`src/rtl/rcg_pkg.sv`:
```
`default_nettype none

package rcg_pkg;

  localparam int MAX_CHANNELS = 8;
  localparam int MAX_FRAMES   = 4096;

  localparam int SAMPLE_W   = 24;
  localparam int TARGET_W   = 17;
  localparam int FRAMES_W   = 13;
  localparam int OSC_W      = 4;
  localparam int CHAN_W     = 3;
  localparam int COUNT_W    = 4;
  localparam int LEVEL_W    = 31;
  localparam int STEP_W     = 32;
  localparam int CFG_INDEX_W = 2;
  localparam int CFG_DATA_W  = 4;

  // Level is Q1.30 and never leaves [0, 1.0].
  localparam logic [LEVEL_W-1:0]  ONE_Q30    = LEVEL_W'(32'h4000_0000);
  localparam logic [TARGET_W-1:0] TARGET_ONE = TARGET_W'(65536);
  // 1.4 in Q1.16.
  localparam logic [16:0]         COMP_Q16   = 17'd91750;

  localparam logic [CFG_INDEX_W-1:0] REG_CHANNEL_COUNT = CFG_INDEX_W'(0);
  localparam logic [CFG_INDEX_W-1:0] REG_MONO_MODE     = CFG_INDEX_W'(1);
  localparam logic [CFG_INDEX_W-1:0] REG_MONO_CHANNEL  = CFG_INDEX_W'(2);

  typedef struct packed {
    logic load;
    logic div_step_go;
    logic step_write;
    logic advance;
    logic comp_mul;
    logic div_gain_go;
    logic gain_level;
    logic gain_div;
    logic mul;
    logic out_write;
  } rcg_cmd_t;

  typedef struct packed {
    logic start;
    logic ch_zero;
    logic comp;
    logic div_done;
    logic out_free;
  } rcg_status_t;

endpackage

`default_nettype wire

```
`src/rtl/rcg_ifs.sv`:
```
`default_nettype none

interface rcg_sample_if import rcg_pkg::*; ();
  logic                       valid;
  logic                       ready;
  logic signed [SAMPLE_W-1:0] sample_in;
  logic                       buffer_start;
  logic [TARGET_W-1:0]        target_level;
  logic [FRAMES_W-1:0]        frame_count;
  logic [OSC_W-1:0]           osc_count;

  modport source (output valid, sample_in, buffer_start, target_level, frame_count,
                  osc_count, input ready);
  modport sink (input valid, sample_in, buffer_start, target_level, frame_count,
                osc_count, output ready);
endinterface

interface rcg_result_if import rcg_pkg::*; ();
  logic                       valid;
  logic                       ready;
  logic signed [SAMPLE_W-1:0] sample_out;
  logic [CHAN_W-1:0]          channel_out;

  modport source (output valid, sample_out, channel_out, input ready);
  modport sink (input valid, sample_out, channel_out, output ready);
endinterface

interface rcg_cfg_if import rcg_pkg::*; ();
  logic                   valid;
  logic                   ready;
  logic [CFG_INDEX_W-1:0] index;
  logic [CFG_DATA_W-1:0]  data;

  modport source (output valid, index, data, input ready);
  modport sink (input valid, index, data, output ready);
endinterface

`default_nettype wire

```
`src/rtl/rcg_divider.sv`:
```
`default_nettype none

module rcg_divider import rcg_pkg::*; #(
  parameter int DIVIDEND_W = LEVEL_W,
  parameter int DIVISOR_W  = FRAMES_W
) (
  input  wire logic                  clk,
  input  wire logic                  rst,
  input  wire logic                  start,
  input  wire logic [DIVIDEND_W-1:0] dividend,
  input  wire logic [DIVISOR_W-1:0]  divisor,
  output logic                       done,
  output logic [DIVIDEND_W-1:0]      quotient
);

  localparam int CNT_W = $clog2(DIVIDEND_W + 1);

  logic                  busy;
  logic [CNT_W-1:0]      cnt;
  logic [DIVIDEND_W-1:0] work;
  logic [DIVISOR_W-1:0]  rem;
  logic [DIVISOR_W-1:0]  den;
  logic [DIVISOR_W:0]    trial;
  logic [DIVISOR_W:0]    trial_diff;
  logic                  fits;
  logic [DIVISOR_W-1:0]  rem_next;

  // Restoring division, one quotient bit per cycle. The dividend shifts out
  // of the top of work while quotient bits shift in at the bottom.
  assign trial      = {rem, work[DIVIDEND_W-1]};
  assign trial_diff = trial - {1'b0, den};
  assign fits       = trial >= {1'b0, den};
  assign rem_next   = fits ? trial_diff[DIVISOR_W-1:0] : trial[DIVISOR_W-1:0];
  assign quotient   = work;

  always_ff @(posedge clk) begin
    if (rst) begin
      busy <= 1'b0;
      done <= 1'b0;
      cnt  <= '0;
    end else begin
      done <= 1'b0;
      if (start) begin
        busy <= 1'b1;
        cnt  <= CNT_W'(DIVIDEND_W);
      end else if (busy) begin
        cnt <= cnt - CNT_W'(1);
        if (cnt == CNT_W'(1)) begin
          busy <= 1'b0;
          done <= 1'b1;
        end
      end
    end
  end

  always_ff @(posedge clk) begin
    if (start) begin
      work <= dividend;
      rem  <= '0;
      den  <= divisor;
    end else if (busy) begin
      work <= {work[DIVIDEND_W-2:0], fits};
      rem  <= rem_next;
    end
  end

endmodule

`default_nettype wire

```
`src/rtl/rcg_datapath.sv`:
```
`default_nettype none

module rcg_datapath import rcg_pkg::*; (
  input  wire logic                       clk,
  input  wire logic                       rst,
  input  wire rcg_cmd_t                   cmd,
  output rcg_status_t                     status,
  input  wire logic                       cfg_write,
  input  wire logic [CFG_INDEX_W-1:0]     cfg_index,
  input  wire logic [CFG_DATA_W-1:0]      cfg_data,
  input  wire logic signed [SAMPLE_W-1:0] sample_in,
  input  wire logic                       buffer_start,
  input  wire logic [TARGET_W-1:0]        target_level,
  input  wire logic [FRAMES_W-1:0]        frame_count,
  input  wire logic [OSC_W-1:0]           osc_count,
  output logic                            out_valid,
  input  wire logic                       out_ready,
  output logic signed [SAMPLE_W-1:0]      sample_out,
  output logic [CHAN_W-1:0]               channel_out
);

  localparam int CPROD_W = LEVEL_W + 17;
  localparam int PROD_W  = SAMPLE_W + LEVEL_W;

  // Configuration registers.
  logic [COUNT_W-1:0] channel_count;
  logic               mono_mode;
  logic [CHAN_W-1:0]  mono_channel;

  // Ramp and frame state.
  logic [CHAN_W-1:0]        channel_index;
  logic [LEVEL_W-1:0]       level;
  logic signed [STEP_W-1:0] level_step;
  logic                     step_neg;

  // Request held while it is worked on.
  logic signed [SAMPLE_W-1:0] sample;
  logic                       start_r;
  logic [TARGET_W-1:0]        target_r;
  logic [FRAMES_W-1:0]        frames_r;
  logic [OSC_W-1:0]           osc_r;
  logic [CHAN_W-1:0]          ch;
  logic                       gain_on;

  logic [CPROD_W-1:0] comp_prod;
  logic [LEVEL_W-1:0] gain;
  logic [PROD_W-1:0]  prod;

  logic [COUNT_W-1:0]       count_eff;
  logic [CHAN_W-1:0]        idx_in;
  logic [COUNT_W-1:0]       idx_inc;
  logic [CHAN_W-1:0]        channel_index_next;
  logic [TARGET_W-1:0]      target_c;
  logic [FRAMES_W-1:0]      frames_eff;
  logic signed [STEP_W-1:0] diff;
  logic [STEP_W-1:0]        diff_abs;
  logic signed [STEP_W:0]   level_sum;
  logic [LEVEL_W-1:0]       level_next;
  logic [CPROD_W-1:0]       comp_sum;
  logic [LEVEL_W-1:0]       comp_dividend;
  logic                     div_start;
  logic [LEVEL_W-1:0]       div_dividend;
  logic [FRAMES_W-1:0]      div_divisor;
  logic                     div_done;
  logic [LEVEL_W-1:0]       div_quotient;
  logic [STEP_W-1:0]        quot_ext;
  logic [SAMPLE_W-1:0]      sample_mag;
  logic [PROD_W:0]          rounded;
  logic [PROD_W-30:0]       res;
  logic signed [SAMPLE_W-1:0] scaled;

  always_comb begin
    if (channel_count == '0) begin
      count_eff = COUNT_W'(1);
    end else if (channel_count > COUNT_W'(MAX_CHANNELS)) begin
      count_eff = COUNT_W'(MAX_CHANNELS);
    end else begin
      count_eff = channel_count;
    end
  end

  // A buffer start, or a count lowered in mid-frame, makes this request channel 0.
  assign idx_in = (buffer_start || ({1'b0, channel_index} >= count_eff)) ? '0 : channel_index;
  assign idx_inc = {1'b0, idx_in} + COUNT_W'(1);
  assign channel_index_next = (idx_inc >= count_eff) ? '0 : idx_inc[CHAN_W-1:0];

  assign target_c = (target_r > TARGET_ONE) ? TARGET_ONE : target_r;

  always_comb begin
    if (frames_r == '0) begin
      frames_eff = FRAMES_W'(1);
    end else if (frames_r > FRAMES_W'(MAX_FRAMES)) begin
      frames_eff = FRAMES_W'(MAX_FRAMES);
    end else begin
      frames_eff = frames_r;
    end
  end

  assign diff     = $signed({1'b0, target_c, 14'b0}) - $signed({1'b0, level});
  assign diff_abs = diff[STEP_W-1] ? (~diff + 1'b1) : diff;

  assign level_sum = $signed({2'b0, level}) + $signed({level_step[STEP_W-1], level_step});

  always_comb begin
    if (level_sum < 0) begin
      level_next = '0;
    end else if (level_sum > $signed({2'b0, ONE_Q30})) begin
      level_next = ONE_Q30;
    end else begin
      level_next = level_sum[LEVEL_W-1:0];
    end
  end

  // (level * 1.4 + osc/2) / osc in Q1.30, rounded half up; the divide by
  // 65536 is taken first, which gives the same floor.
  assign comp_sum      = comp_prod + {{(CPROD_W - OSC_W - 15){1'b0}}, osc_r, 15'b0};
  assign comp_dividend = comp_sum[LEVEL_W+15:16];

  assign div_start    = cmd.div_step_go || cmd.div_gain_go;
  assign div_dividend = cmd.div_step_go ? diff_abs[LEVEL_W-1:0] : comp_dividend;
  assign div_divisor  = cmd.div_step_go ? frames_eff : {{(FRAMES_W - OSC_W){1'b0}}, osc_r};

  rcg_divider #(
    .DIVIDEND_W (LEVEL_W),
    .DIVISOR_W  (FRAMES_W)
  ) u_divider (
    .clk      (clk),
    .rst      (rst),
    .start    (div_start),
    .dividend (div_dividend),
    .divisor  (div_divisor),
    .done     (div_done),
    .quotient (div_quotient)
  );

  assign quot_ext = {1'b0, div_quotient};

  assign sample_mag = sample[SAMPLE_W-1] ? (~sample + 1'b1) : sample;

  assign rounded = {1'b0, prod} + ((PROD_W+1)'(1) << 29);
  assign res     = rounded[PROD_W:30];

  always_comb begin
    if (sample[SAMPLE_W-1]) begin
      if (res > (PROD_W-29)'(24'h80_0000)) begin
        scaled = $signed(24'h80_0000);
      end else begin
        scaled = $signed(~res[SAMPLE_W-1:0] + 1'b1);
      end
    end else begin
      if (res > (PROD_W-29)'(24'h7F_FFFF)) begin
        scaled = $signed(24'h7F_FFFF);
      end else begin
        scaled = $signed(res[SAMPLE_W-1:0]);
      end
    end
  end

  assign status.start    = start_r;
  assign status.ch_zero  = (ch == '0);
  assign status.comp     = gain_on && (osc_r != '0);
  assign status.div_done = div_done;
  assign status.out_free = !out_valid || out_ready;

  always_ff @(posedge clk) begin
    if (rst) begin
      channel_count <= COUNT_W'(2);
      mono_mode     <= 1'b0;
      mono_channel  <= '0;
    end else if (cfg_write) begin
      unique case (cfg_index)
        REG_CHANNEL_COUNT: channel_count <= cfg_data[COUNT_W-1:0];
        REG_MONO_MODE:     mono_mode     <= cfg_data[0];
        REG_MONO_CHANNEL:  mono_channel  <= cfg_data[CHAN_W-1:0];
        default: begin
        end
      endcase
    end
  end

  always_ff @(posedge clk) begin
    if (rst) begin
      channel_index <= '0;
      level         <= '0;
      level_step    <= '0;
      out_valid     <= 1'b0;
    end else begin
      if (cmd.load) begin
        channel_index <= channel_index_next;
      end
      if (cmd.step_write) begin
        level_step <= step_neg ? $signed(~quot_ext + 1'b1) : $signed(quot_ext);
      end
      if (cmd.advance) begin
        level <= level_next;
      end
      if (cmd.out_write) begin
        out_valid <= 1'b1;
      end else if (out_ready) begin
        out_valid <= 1'b0;
      end
    end
  end

  always_ff @(posedge clk) begin
    if (cmd.load) begin
      sample   <= sample_in;
      start_r  <= buffer_start;
      target_r <= target_level;
      frames_r <= frame_count;
      osc_r    <= osc_count;
      ch       <= idx_in;
      gain_on  <= !mono_mode || (idx_in == mono_channel);
    end
    if (cmd.div_step_go) begin
      step_neg <= diff[STEP_W-1];
    end
    if (cmd.comp_mul) begin
      comp_prod <= {17'b0, level} * {{LEVEL_W{1'b0}}, COMP_Q16};
    end
    if (cmd.gain_level) begin
      gain <= level;
    end else if (cmd.gain_div) begin
      gain <= div_quotient;
    end
    if (cmd.mul) begin
      prod <= {{LEVEL_W{1'b0}}, sample_mag} * {{SAMPLE_W{1'b0}}, gain};
    end
    if (cmd.out_write) begin
      sample_out  <= gain_on ? scaled : sample;
      channel_out <= ch;
    end
  end

endmodule

`default_nettype wire

```
`src/rtl/rcg_controller.sv`:
```
`default_nettype none

module rcg_controller import rcg_pkg::*; (
  input  wire logic        clk,
  input  wire logic        rst,
  input  wire logic        in_valid,
  output logic             in_ready,
  input  wire rcg_status_t status,
  output rcg_cmd_t         cmd
);

  typedef enum logic [3:0] {
    S_IDLE,
    S_RAMP,
    S_STEP_WAIT,
    S_ADVANCE,
    S_GAIN,
    S_COMP_GO,
    S_COMP_WAIT,
    S_MUL,
    S_OUT
  } state_t;

  state_t state;
  state_t state_next;

  assign in_ready = (state == S_IDLE);

  always_comb begin
    state_next = state;
    cmd        = '0;
    unique case (state)
      S_IDLE: begin
        if (in_valid) begin
          cmd.load   = 1'b1;
          state_next = S_RAMP;
        end
      end
      S_RAMP: begin
        if (status.start) begin
          cmd.div_step_go = 1'b1;
          state_next      = S_STEP_WAIT;
        end else begin
          state_next = S_ADVANCE;
        end
      end
      S_STEP_WAIT: begin
        if (status.div_done) begin
          cmd.step_write = 1'b1;
          state_next     = S_ADVANCE;
        end
      end
      S_ADVANCE: begin
        cmd.advance = status.ch_zero;
        state_next  = S_GAIN;
      end
      S_GAIN: begin
        if (status.comp) begin
          cmd.comp_mul = 1'b1;
          state_next   = S_COMP_GO;
        end else begin
          cmd.gain_level = 1'b1;
          state_next     = S_MUL;
        end
      end
      S_COMP_GO: begin
        cmd.div_gain_go = 1'b1;
        state_next      = S_COMP_WAIT;
      end
      S_COMP_WAIT: begin
        if (status.div_done) begin
          cmd.gain_div = 1'b1;
          state_next   = S_MUL;
        end
      end
      S_MUL: begin
        cmd.mul    = 1'b1;
        state_next = S_OUT;
      end
      S_OUT: begin
        if (status.out_free) begin
          cmd.out_write = 1'b1;
          state_next    = S_IDLE;
        end
      end
      default: begin
        state_next = S_IDLE;
      end
    endcase
  end

  always_ff @(posedge clk) begin
    if (rst) begin
      state <= S_IDLE;
    end else begin
      state <= state_next;
    end
  end

endmodule

`default_nettype wire

```
`src/rtl/ramped_channel_gain.sv`:
```
`default_nettype none

// Ramped channel gain: scales interleaved 24-bit audio samples, one channel per
// request, by a gain level that ramps linearly toward a target over a buffer.
// A request with buffer_start set begins a frame at channel 0 and loads a new
// ramp from target_level (Q1.16, clamped to 1.0) and frame_count; the level
// steps once at each frame start and stays within 0 to 1.0. A nonzero
// osc_count scales the gain by 1.4/osc_count. In mono mode only mono_channel
// is scaled and other channels pass through. Each request yields one result.
// A buffer start and a nonzero osc_count on a scaled channel each add a pass
// through the shared 31-step restoring divider that forms the ramp step and
// the compensated gain. The result sits in an output register, so the next
// request is taken while it waits. Configuration writes are always accepted
// and take effect at once.

module ramped_channel_gain import rcg_pkg::*; (
  input wire logic     clk,
  input wire logic     rst,
  rcg_sample_if.sink   samples,
  rcg_result_if.source results,
  rcg_cfg_if.sink      cfg
);

  rcg_cmd_t    cmd;
  rcg_status_t status;
  logic        ready;

  assign samples.ready = ready;
  assign cfg.ready     = 1'b1;

  rcg_controller u_controller (
    .clk      (clk),
    .rst      (rst),
    .in_valid (samples.valid),
    .in_ready (ready),
    .status   (status),
    .cmd      (cmd)
  );

  rcg_datapath u_datapath (
    .clk          (clk),
    .rst          (rst),
    .cmd          (cmd),
    .status       (status),
    .cfg_write    (cfg.valid),
    .cfg_index    (cfg.index),
    .cfg_data     (cfg.data),
    .sample_in    (samples.sample_in),
    .buffer_start (samples.buffer_start),
    .target_level (samples.target_level),
    .frame_count  (samples.frame_count),
    .osc_count    (samples.osc_count),
    .out_valid    (results.valid),
    .out_ready    (results.ready),
    .sample_out   (results.sample_out),
    .channel_out  (results.channel_out)
  );

endmodule

`default_nettype wire
```
`src/flat_wrapper.sv`:
```
// flat-port wrapper written by rule: the top's interface ports become plain ports
module ramped_channel_gain_flat import rcg_pkg::*;
  (clk, rst, samples_valid, samples_sample_in, samples_buffer_start, samples_target_level, samples_frame_count, samples_osc_count, samples_ready, results_valid, results_sample_out, results_channel_out, results_ready, cfg_valid, cfg_index, cfg_data, cfg_ready);
  rcg_sample_if samples_i ();
  rcg_result_if results_i ();
  rcg_cfg_if cfg_i ();
  input wire logic clk;
  input wire logic rst;
  input wire logic [$bits(samples_i.valid)-1:0] samples_valid;
  input wire logic [$bits(samples_i.sample_in)-1:0] samples_sample_in;
  input wire logic [$bits(samples_i.buffer_start)-1:0] samples_buffer_start;
  input wire logic [$bits(samples_i.target_level)-1:0] samples_target_level;
  input wire logic [$bits(samples_i.frame_count)-1:0] samples_frame_count;
  input wire logic [$bits(samples_i.osc_count)-1:0] samples_osc_count;
  output wire logic [$bits(samples_i.ready)-1:0] samples_ready;
  output wire logic [$bits(results_i.valid)-1:0] results_valid;
  output wire logic [$bits(results_i.sample_out)-1:0] results_sample_out;
  output wire logic [$bits(results_i.channel_out)-1:0] results_channel_out;
  input wire logic [$bits(results_i.ready)-1:0] results_ready;
  input wire logic [$bits(cfg_i.valid)-1:0] cfg_valid;
  input wire logic [$bits(cfg_i.index)-1:0] cfg_index;
  input wire logic [$bits(cfg_i.data)-1:0] cfg_data;
  output wire logic [$bits(cfg_i.ready)-1:0] cfg_ready;
  assign samples_i.valid = samples_valid;
  assign samples_i.sample_in = samples_sample_in;
  assign samples_i.buffer_start = samples_buffer_start;
  assign samples_i.target_level = samples_target_level;
  assign samples_i.frame_count = samples_frame_count;
  assign samples_i.osc_count = samples_osc_count;
  assign samples_ready = samples_i.ready;
  assign results_valid = results_i.valid;
  assign results_sample_out = results_i.sample_out;
  assign results_channel_out = results_i.channel_out;
  assign results_i.ready = results_ready;
  assign cfg_i.valid = cfg_valid;
  assign cfg_i.index = cfg_index;
  assign cfg_i.data = cfg_data;
  assign cfg_ready = cfg_i.ready;
  ramped_channel_gain u_core (.clk(clk), .rst(rst), .samples(samples_i), .results(results_i), .cfg(cfg_i));
endmodule
```
`config.mk`:
```
export PLATFORM = sky130hd
export DESIGN_NAME = ramped_channel_gain_flat
export DESIGN_NICKNAME = d
export VERILOG_FILES = /design/src/rtl/rcg_pkg.sv /design/src/rtl/rcg_ifs.sv /design/src/rtl/rcg_divider.sv /design/src/rtl/rcg_datapath.sv /design/src/rtl/rcg_controller.sv /design/src/rtl/ramped_channel_gain.sv /design/src/flat_wrapper.sv
export SDC_FILE = /design/constraint.sdc
export NUM_CORES = 2
export LEC_CHECK = 0
export CAP_MARGIN = 10
export CORE_UTILIZATION = 45
export CTS_CLUSTER_SIZE = 40
export DETAILED_ROUTE_END_ITERATION = 6
export DONT_BUFFER_PORTS = 1
export GPL_TIMING_DRIVEN = 0
export SLEW_MARGIN = 20
export SYNTH_ARGS = -nofsm -noshare
export SYNTH_HDL_FRONTEND = slang
export SYNTH_SLANG_ARGS = --single-unit
```
`constraint.sdc`:
```
create_clock -name clk -period 28.8 [get_ports clk]
set_input_delay 0 -clock clk [delete_from_list [all_inputs] [get_ports clk]]
set_output_delay 0 -clock clk [all_outputs]
set_load 0.05 [all_outputs]
```
Word-level counts from Yosys, hierarchy flattened:

Cells that the tools add are included.

* input port bits: 70
* bits in registers: 366

* eq/ne operators: 16
* $mul: 2
* add/subtract/negate cells: 11
* reductions and logical operators: 23
* order comparisons: 10
* muxes and demuxes: 54
* bitwise logic cells: 6

Operators by type and width (number)
* two-way mux 31 bit: 8
* two-way mux 24 bit: 5
* adder 55 x 30 -> 56 bit (second input constant): 1
* multiplier 24 x 31 -> 55 bit: 1
* adder 24 x 1 -> 24 bit (second input constant): 2
* NOT 24 bit: 2
* adder 47 x 19 -> 47 bit: 1
* multiplier 31 x 16 -> 46 bit (second input constant): 1
* case mux 4 bit (9 select lines): 1
* adder 32 x 32 -> 33 bit: 1
* > comparator 33 x 32 -> 1 bit (second input constant): 1
* less-than comparator 33 x 1 -> 1 bit (second input constant): 1
* adder 32 x 1 -> 32 bit (second input constant): 1
* two-way mux 32 bit: 1
* two-way mux 4 bit: 8
* NOT 31 -> 32 bit: 1
* subtractor 31 x 31 -> 32 bit: 1
* adder 31 x 1 -> 31 bit (second input constant): 1
* NOT 31 bit: 1
* > comparator 26 x 23 -> 1 bit (second input constant): 1
* > comparator 26 x 24 -> 1 bit (second input constant): 1
* two-way mux 13 bit: 2
* two-way mux 1 bit: 23
* > comparator 17 bit (second input constant): 1
* other kinds (36): 55

Depth between registers and ports, before layout:

* word-level depth: 9
* mapped depth: 34
* gate-level depth less buffers: 32

Cells and area by module:

A second synthesis with hierarchy kept.

* cells, all modules: 5375
* area total of the unflattened synthesis: 50825.0 µm²

Modules (own cells, without submodules)
* rcg_datapath: cells each 5067, instances 1, area each 47271.6 µm², sequential area each 6906.6 µm²
* rcg_divider: cells each 266, instances 1, area each 3241.9 µm², sequential area each 1721.7 µm²
* rcg_controller: cells each 40, instances 1, area each 300.3 µm², sequential area each 80.1 µm²
* ramped_channel_gain: cells each 2, instances 1, area each 11.3 µm², sequential area each 0.0 µm²

Worst setup path before layout:

Ideal clock, no wire load.

* kind: register -> register
* start: register u_core.u_datapath.sample[0]
* end: register u_core.u_datapath.prod[51] (data pin)
* stages on the path, launching flop included: 33
* data required time: 28542 ps
* data arrival time: 8837 ps
* library setup time: 258 ps
* slack: 19706 ps
* path through: edfxtp_1 clkbuf_1 inv_1 ha_1 nand2_1 or4_1 or3_1 nand2b_1 o41ai_1 xnor2_1 clkbuf_1 nand2_1 fa_1 inv_1 fa_1 fa_1 fa_1 fa_1 fa_1 inv_1 fa_1 inv_1 ha_1 and3_1 nand4_1 or4_1 a41o_1 a31oi_1 o311ai_0 a31o_2 nand2_1 a21oi_1 xnor2_1

* word-level cells in the longest chain between the ends: 4

Ends and longest elaborated chain
* start: declaration: line rcg_datapath.sv:37 `logic signed [SAMPLE_W-1:0] sample;`
* start signal: assignment: line rcg_datapath.sv:207 `sample <= sample_in;`
* NOT 24 bit: line rcg_datapath.sv:138 `assign sample_mag = sample[SAMPLE_W-1] ? (~sample + 1'b1) : sample;`
* adder 24 x 1 -> 24 bit: line rcg_datapath.sv:138
* two-way mux 24 bit (*): line rcg_datapath.sv:138
* multiplier 24 x 31 -> 55 bit (*): line rcg_datapath.sv:227 `prod <= {{LEVEL_W{1'b0}}, sample_mag} * {{SAMPLE_W{1'b0}}, gain};`
* end signal: assignment: line rcg_datapath.sv:227
* end: declaration: line rcg_datapath.sv:47 `logic [PROD_W-1:0] prod;`

Mark *: on every way between the ends. The rest lies on a longest branch, timed or not.
A chain may end at the register's enable or synchronous reset.

Worst setup path in the final report:

* start: register u_core.u_datapath.sample[0]
* end: register u_core.u_datapath.prod[49] (data pin)

Same word-level chain as after synthesis.

==> flow_metrics.env <==
export IMPL_die_area_mm2=0.114
export IMPL_cts_sinks=323
export IMPL_worst_path_most_repeated_cell="fa_1"
export IMPL_syn_inst=5450
export IMPL_clk_pin_slew_worst_paths_ps=70
export IMPL_utilization=0.495
export IMPL_met1_usage=0.411
export IMPL_layout_commonest_cell="inv_1"
export IMPL_r2r_slack_ps=16620
export IMPL_worstPathArrival_ps=12510
export IMPL_fp_coreArea_mm2=0.111
export IMPL_status="finished clean"
export IMPL_initialDrtViolationCount=3696
export IMPL_post_synth_cell_area_avg_um2=9.30
export IMPL_finalMaxSlewViolations=0
export IMPL_crit_cells=32
export IMPL_cts_buffers_inserted=40
export IMPL_met2_usage=0.431
export IMPL_antenna_left=0
export IMPL_setup_tns_final_ps=0
export IMPL_ys_warnings_count=0
export IMPL_clock_path_buffers=3
export IMPL_yosysTopAreaCell="fa_1"
export IMPL_post_route_period_util=0.423
export IMPL_viasPerCell=5.52
export IMPL_synth_area_leaders="fa_1 (33%), edfxtp_1 (13%), ha_1 (12%)"
export IMPL_gr_usage_all_layers=0.285
export IMPL_hpwlAfterDp_um=132000
export IMPL_yosysTopAreaCellShare=0.325
export IMPL_worstPathMaxFanout=10
export IMPL_hold_viol=0
export IMPL_place_port_buffers=0
export IMPL_cp_top_family="adder cells"
export IMPL_cp_data_required_time_ps=29130
export IMPL_synthArstFlopShare=0
export IMPL_grt_overflow=0
export IMPL_worst_clock_skew_ps=24.0
export IMPL_endpoint_kind="register"
export IMPL_num_vias=39300
export IMPL_synth_cell_types=90
export IMPL_fill_cells=10600
export IMPL_drc=0
export IMPL_top_usage_layer="met2"
export IMPL_synth_cell_area_mm2=0.0507
export IMPL_tightest_slew_ps=1360
export IMPL_slowest_delay_ps=860
export IMPL_grt_pass1_wl_um=242000
export IMPL_synth_edf_count=224
export IMPL_place_area_mm2=0.0528
export IMPL_reg2regPathDepth=32
export IMPL_cts_setup_buffers=0
export IMPL_setup_viol=0
export IMPL_rsz0062_at_grt="false"
export IMPL_row_count=122
export IMPL_syn_nets=6824
export IMPL_area_growth_pct=8.46
export IMPL_wirelength_um=159000
export IMPL_grt_pass1_vias=38800
export IMPL_wl_per_cell_um=22.4
export IMPL_fmax_mhz=82.1
export IMPL_slowest_stage="a2111oi_0"
export IMPL_cp_start_kind="register"
export IMPL_cts_root_buf="clkbuf_16"
export IMPL_relSlewSlack=0.0846
export IMPL_worstHoldPathCells=1
export IMPL_min_delay_path_class="in2reg"
export IMPL_place_congestion=0.979
export IMPL_drv_cap=0
export IMPL_cts_max_level=2
export IMPL_stdcell_area_mm2=0.0550
export IMPL_fin_crit_ps=12190
export IMPL_grt_max_degree=39
export IMPL_r2r_start="u_core.u_datapath.sample[0]"
export IMPL_final_nets=6964
export IMPL_ios=100
export IMPL_clk_latency_ps=610
export IMPL_synth_ff_latch_count=323
export IMPL_synth_ff_type="edfxtp_1"
export IMPL_r2r_end="u_core.u_datapath.prod[49]"
export IMPL_cts_tree="built"
export IMPL_whs_endpoint="u_core.u_datapath.frames_r[12]"
export IMPL_initial_core_util=0.456
export IMPL_min_from="samples_frame_count[12]"
export IMPL_final_cell_mix="inv_1 (1,115), fa_1 (824), nand2_1 (681)"
export IMPL_dieWidth_um=338
export IMPL_worstSetupPathType="reg2reg"
export IMPL_crit_start="u_core.u_datapath.sample[0]"
export IMPL_seq_area_frac_synth=0.172
export IMPL_critical_path_buf_inv_count=6
export IMPL_use_met3=0.0621
export IMPL_layout_drive_gt1_share=0.0240
export IMPL_antenna_found_initial=12
export IMPL_die_h_um=338
export IMPL_firstDrtPassIters=6
==> state kept, by name, indices dropped and copies added (netlist names), 4 cells and up <==
register,cells
u_core.u_controller.state,4
u_core.u_datapath.channel_count,4
u_core.u_datapath.comp_prod,32
u_core.u_datapath.frames_r,13
u_core.u_datapath.gain,31
u_core.u_datapath.level,31
u_core.u_datapath.level_step,32
u_core.u_datapath.osc_r,4
u_core.u_datapath.prod,26
u_core.u_datapath.sample,24
u_core.u_datapath.sample_out,24
u_core.u_datapath.target_r,17
u_core.u_datapath.u_divider.cnt,5
u_core.u_datapath.u_divider.den,13
u_core.u_datapath.u_divider.quotient,31
u_core.u_datapath.u_divider.rem,13
==> synthesized netlist by cell type (10+ instances only) <==
library cell and instances:
ha_1 480, a31oi_1 35, inv_1 1116, nand2b_1 39
and2_1 205, dfxtp_1 99, edfxtp_1 224, o21a_1 17
and4_1 11, o211ai_1 29, a21o_1 67, o41ai_1 10
a211oi_1 53, a32o_1 28, and3_1 34, nor2_1 176
nand4_1 35, nor2b_1 97, mux2i_1 26, o21ai_0 181
xor2_1 120, clkbuf_1 209, a21oi_1 137, nor4_1 23
o22ai_1 11, o21bai_1 10, or4_1 12, fa_1 824
or3_1 16, o31ai_1 25, xnor2_1 152, nand2_1 681
nand3_1 77, nor3_1 40
==> metrics by stage <==
step / cells / hold WS [ps] / setup WS, ps
after detailed placement: 6954 / 98.9 / 16870
final: 7112 / 25.8 / 16620
after global placement: 6938 / 98.9 / 16840
after floorplan: 5450 / 98.9 / 19710
after CTS: 7109 / 0.894 / 16820
after global routing: 7110 / 20.4 / 16160
==> repair_timing <==
item,in CTS,in global routing
endpoints found under the hold margin,82,0
resized for setup,0,0
hold buffers,82,0
==> logic make-up after synthesis <==
kind of cell | count (synthesis) | share of synthesized area
adder cells (fa/ha/maj) | 1306 | 0.444
AO/OA/AOI/OAI | 689 | 0.0895
flip-flops | 323 | 0.172
multiplexers | 28 | 0.00558
AND/OR/NAND/NOR | 1493 | 0.142
XOR/XNOR | 272 | 0.0470
other | 1 | 0.0000740
buffers and inverters | 1338 | 0.0994
==> area by class of cell <==
class                   instances  area (um2)  area share
multi-input cells            3789       37000       0.673
repair buffers                 98         983      0.0179
inverters                    1117        4200      0.0763
flip-flops and latches        323        8710       0.158
clock buffers                  54        1140      0.0207
plain buffers                 221         848      0.0154
diodes                          3        7.51    0.000137
well taps                    1488        1860      0.0339
clock inverters                19         230     0.00419
==> layer usage <==
layer	wire length, um	part of all wire
met4	4690	0.029
met5	27	0.00017
met1	69200	0.43
met3	15800	0.099
met2	69600	0.44
==> how the worst max path moves through the flow <==
stage                                      end  slack (ps)
floorplan           u_core.u_datapath.prod[51]       19710
global placement    u_core.u_datapath.prod[49]       16840
detailed placement  u_core.u_datapath.prod[49]       16870
CTS                 u_core.u_datapath.prod[49]       16820
global route        u_core.u_datapath.prod[49]       16160
finish              u_core.u_datapath.prod[49]       16620
Power is left out: the tool's default activity adds up to more than one toggle a clock period on the data nets, which glitch-free logic cannot reach.
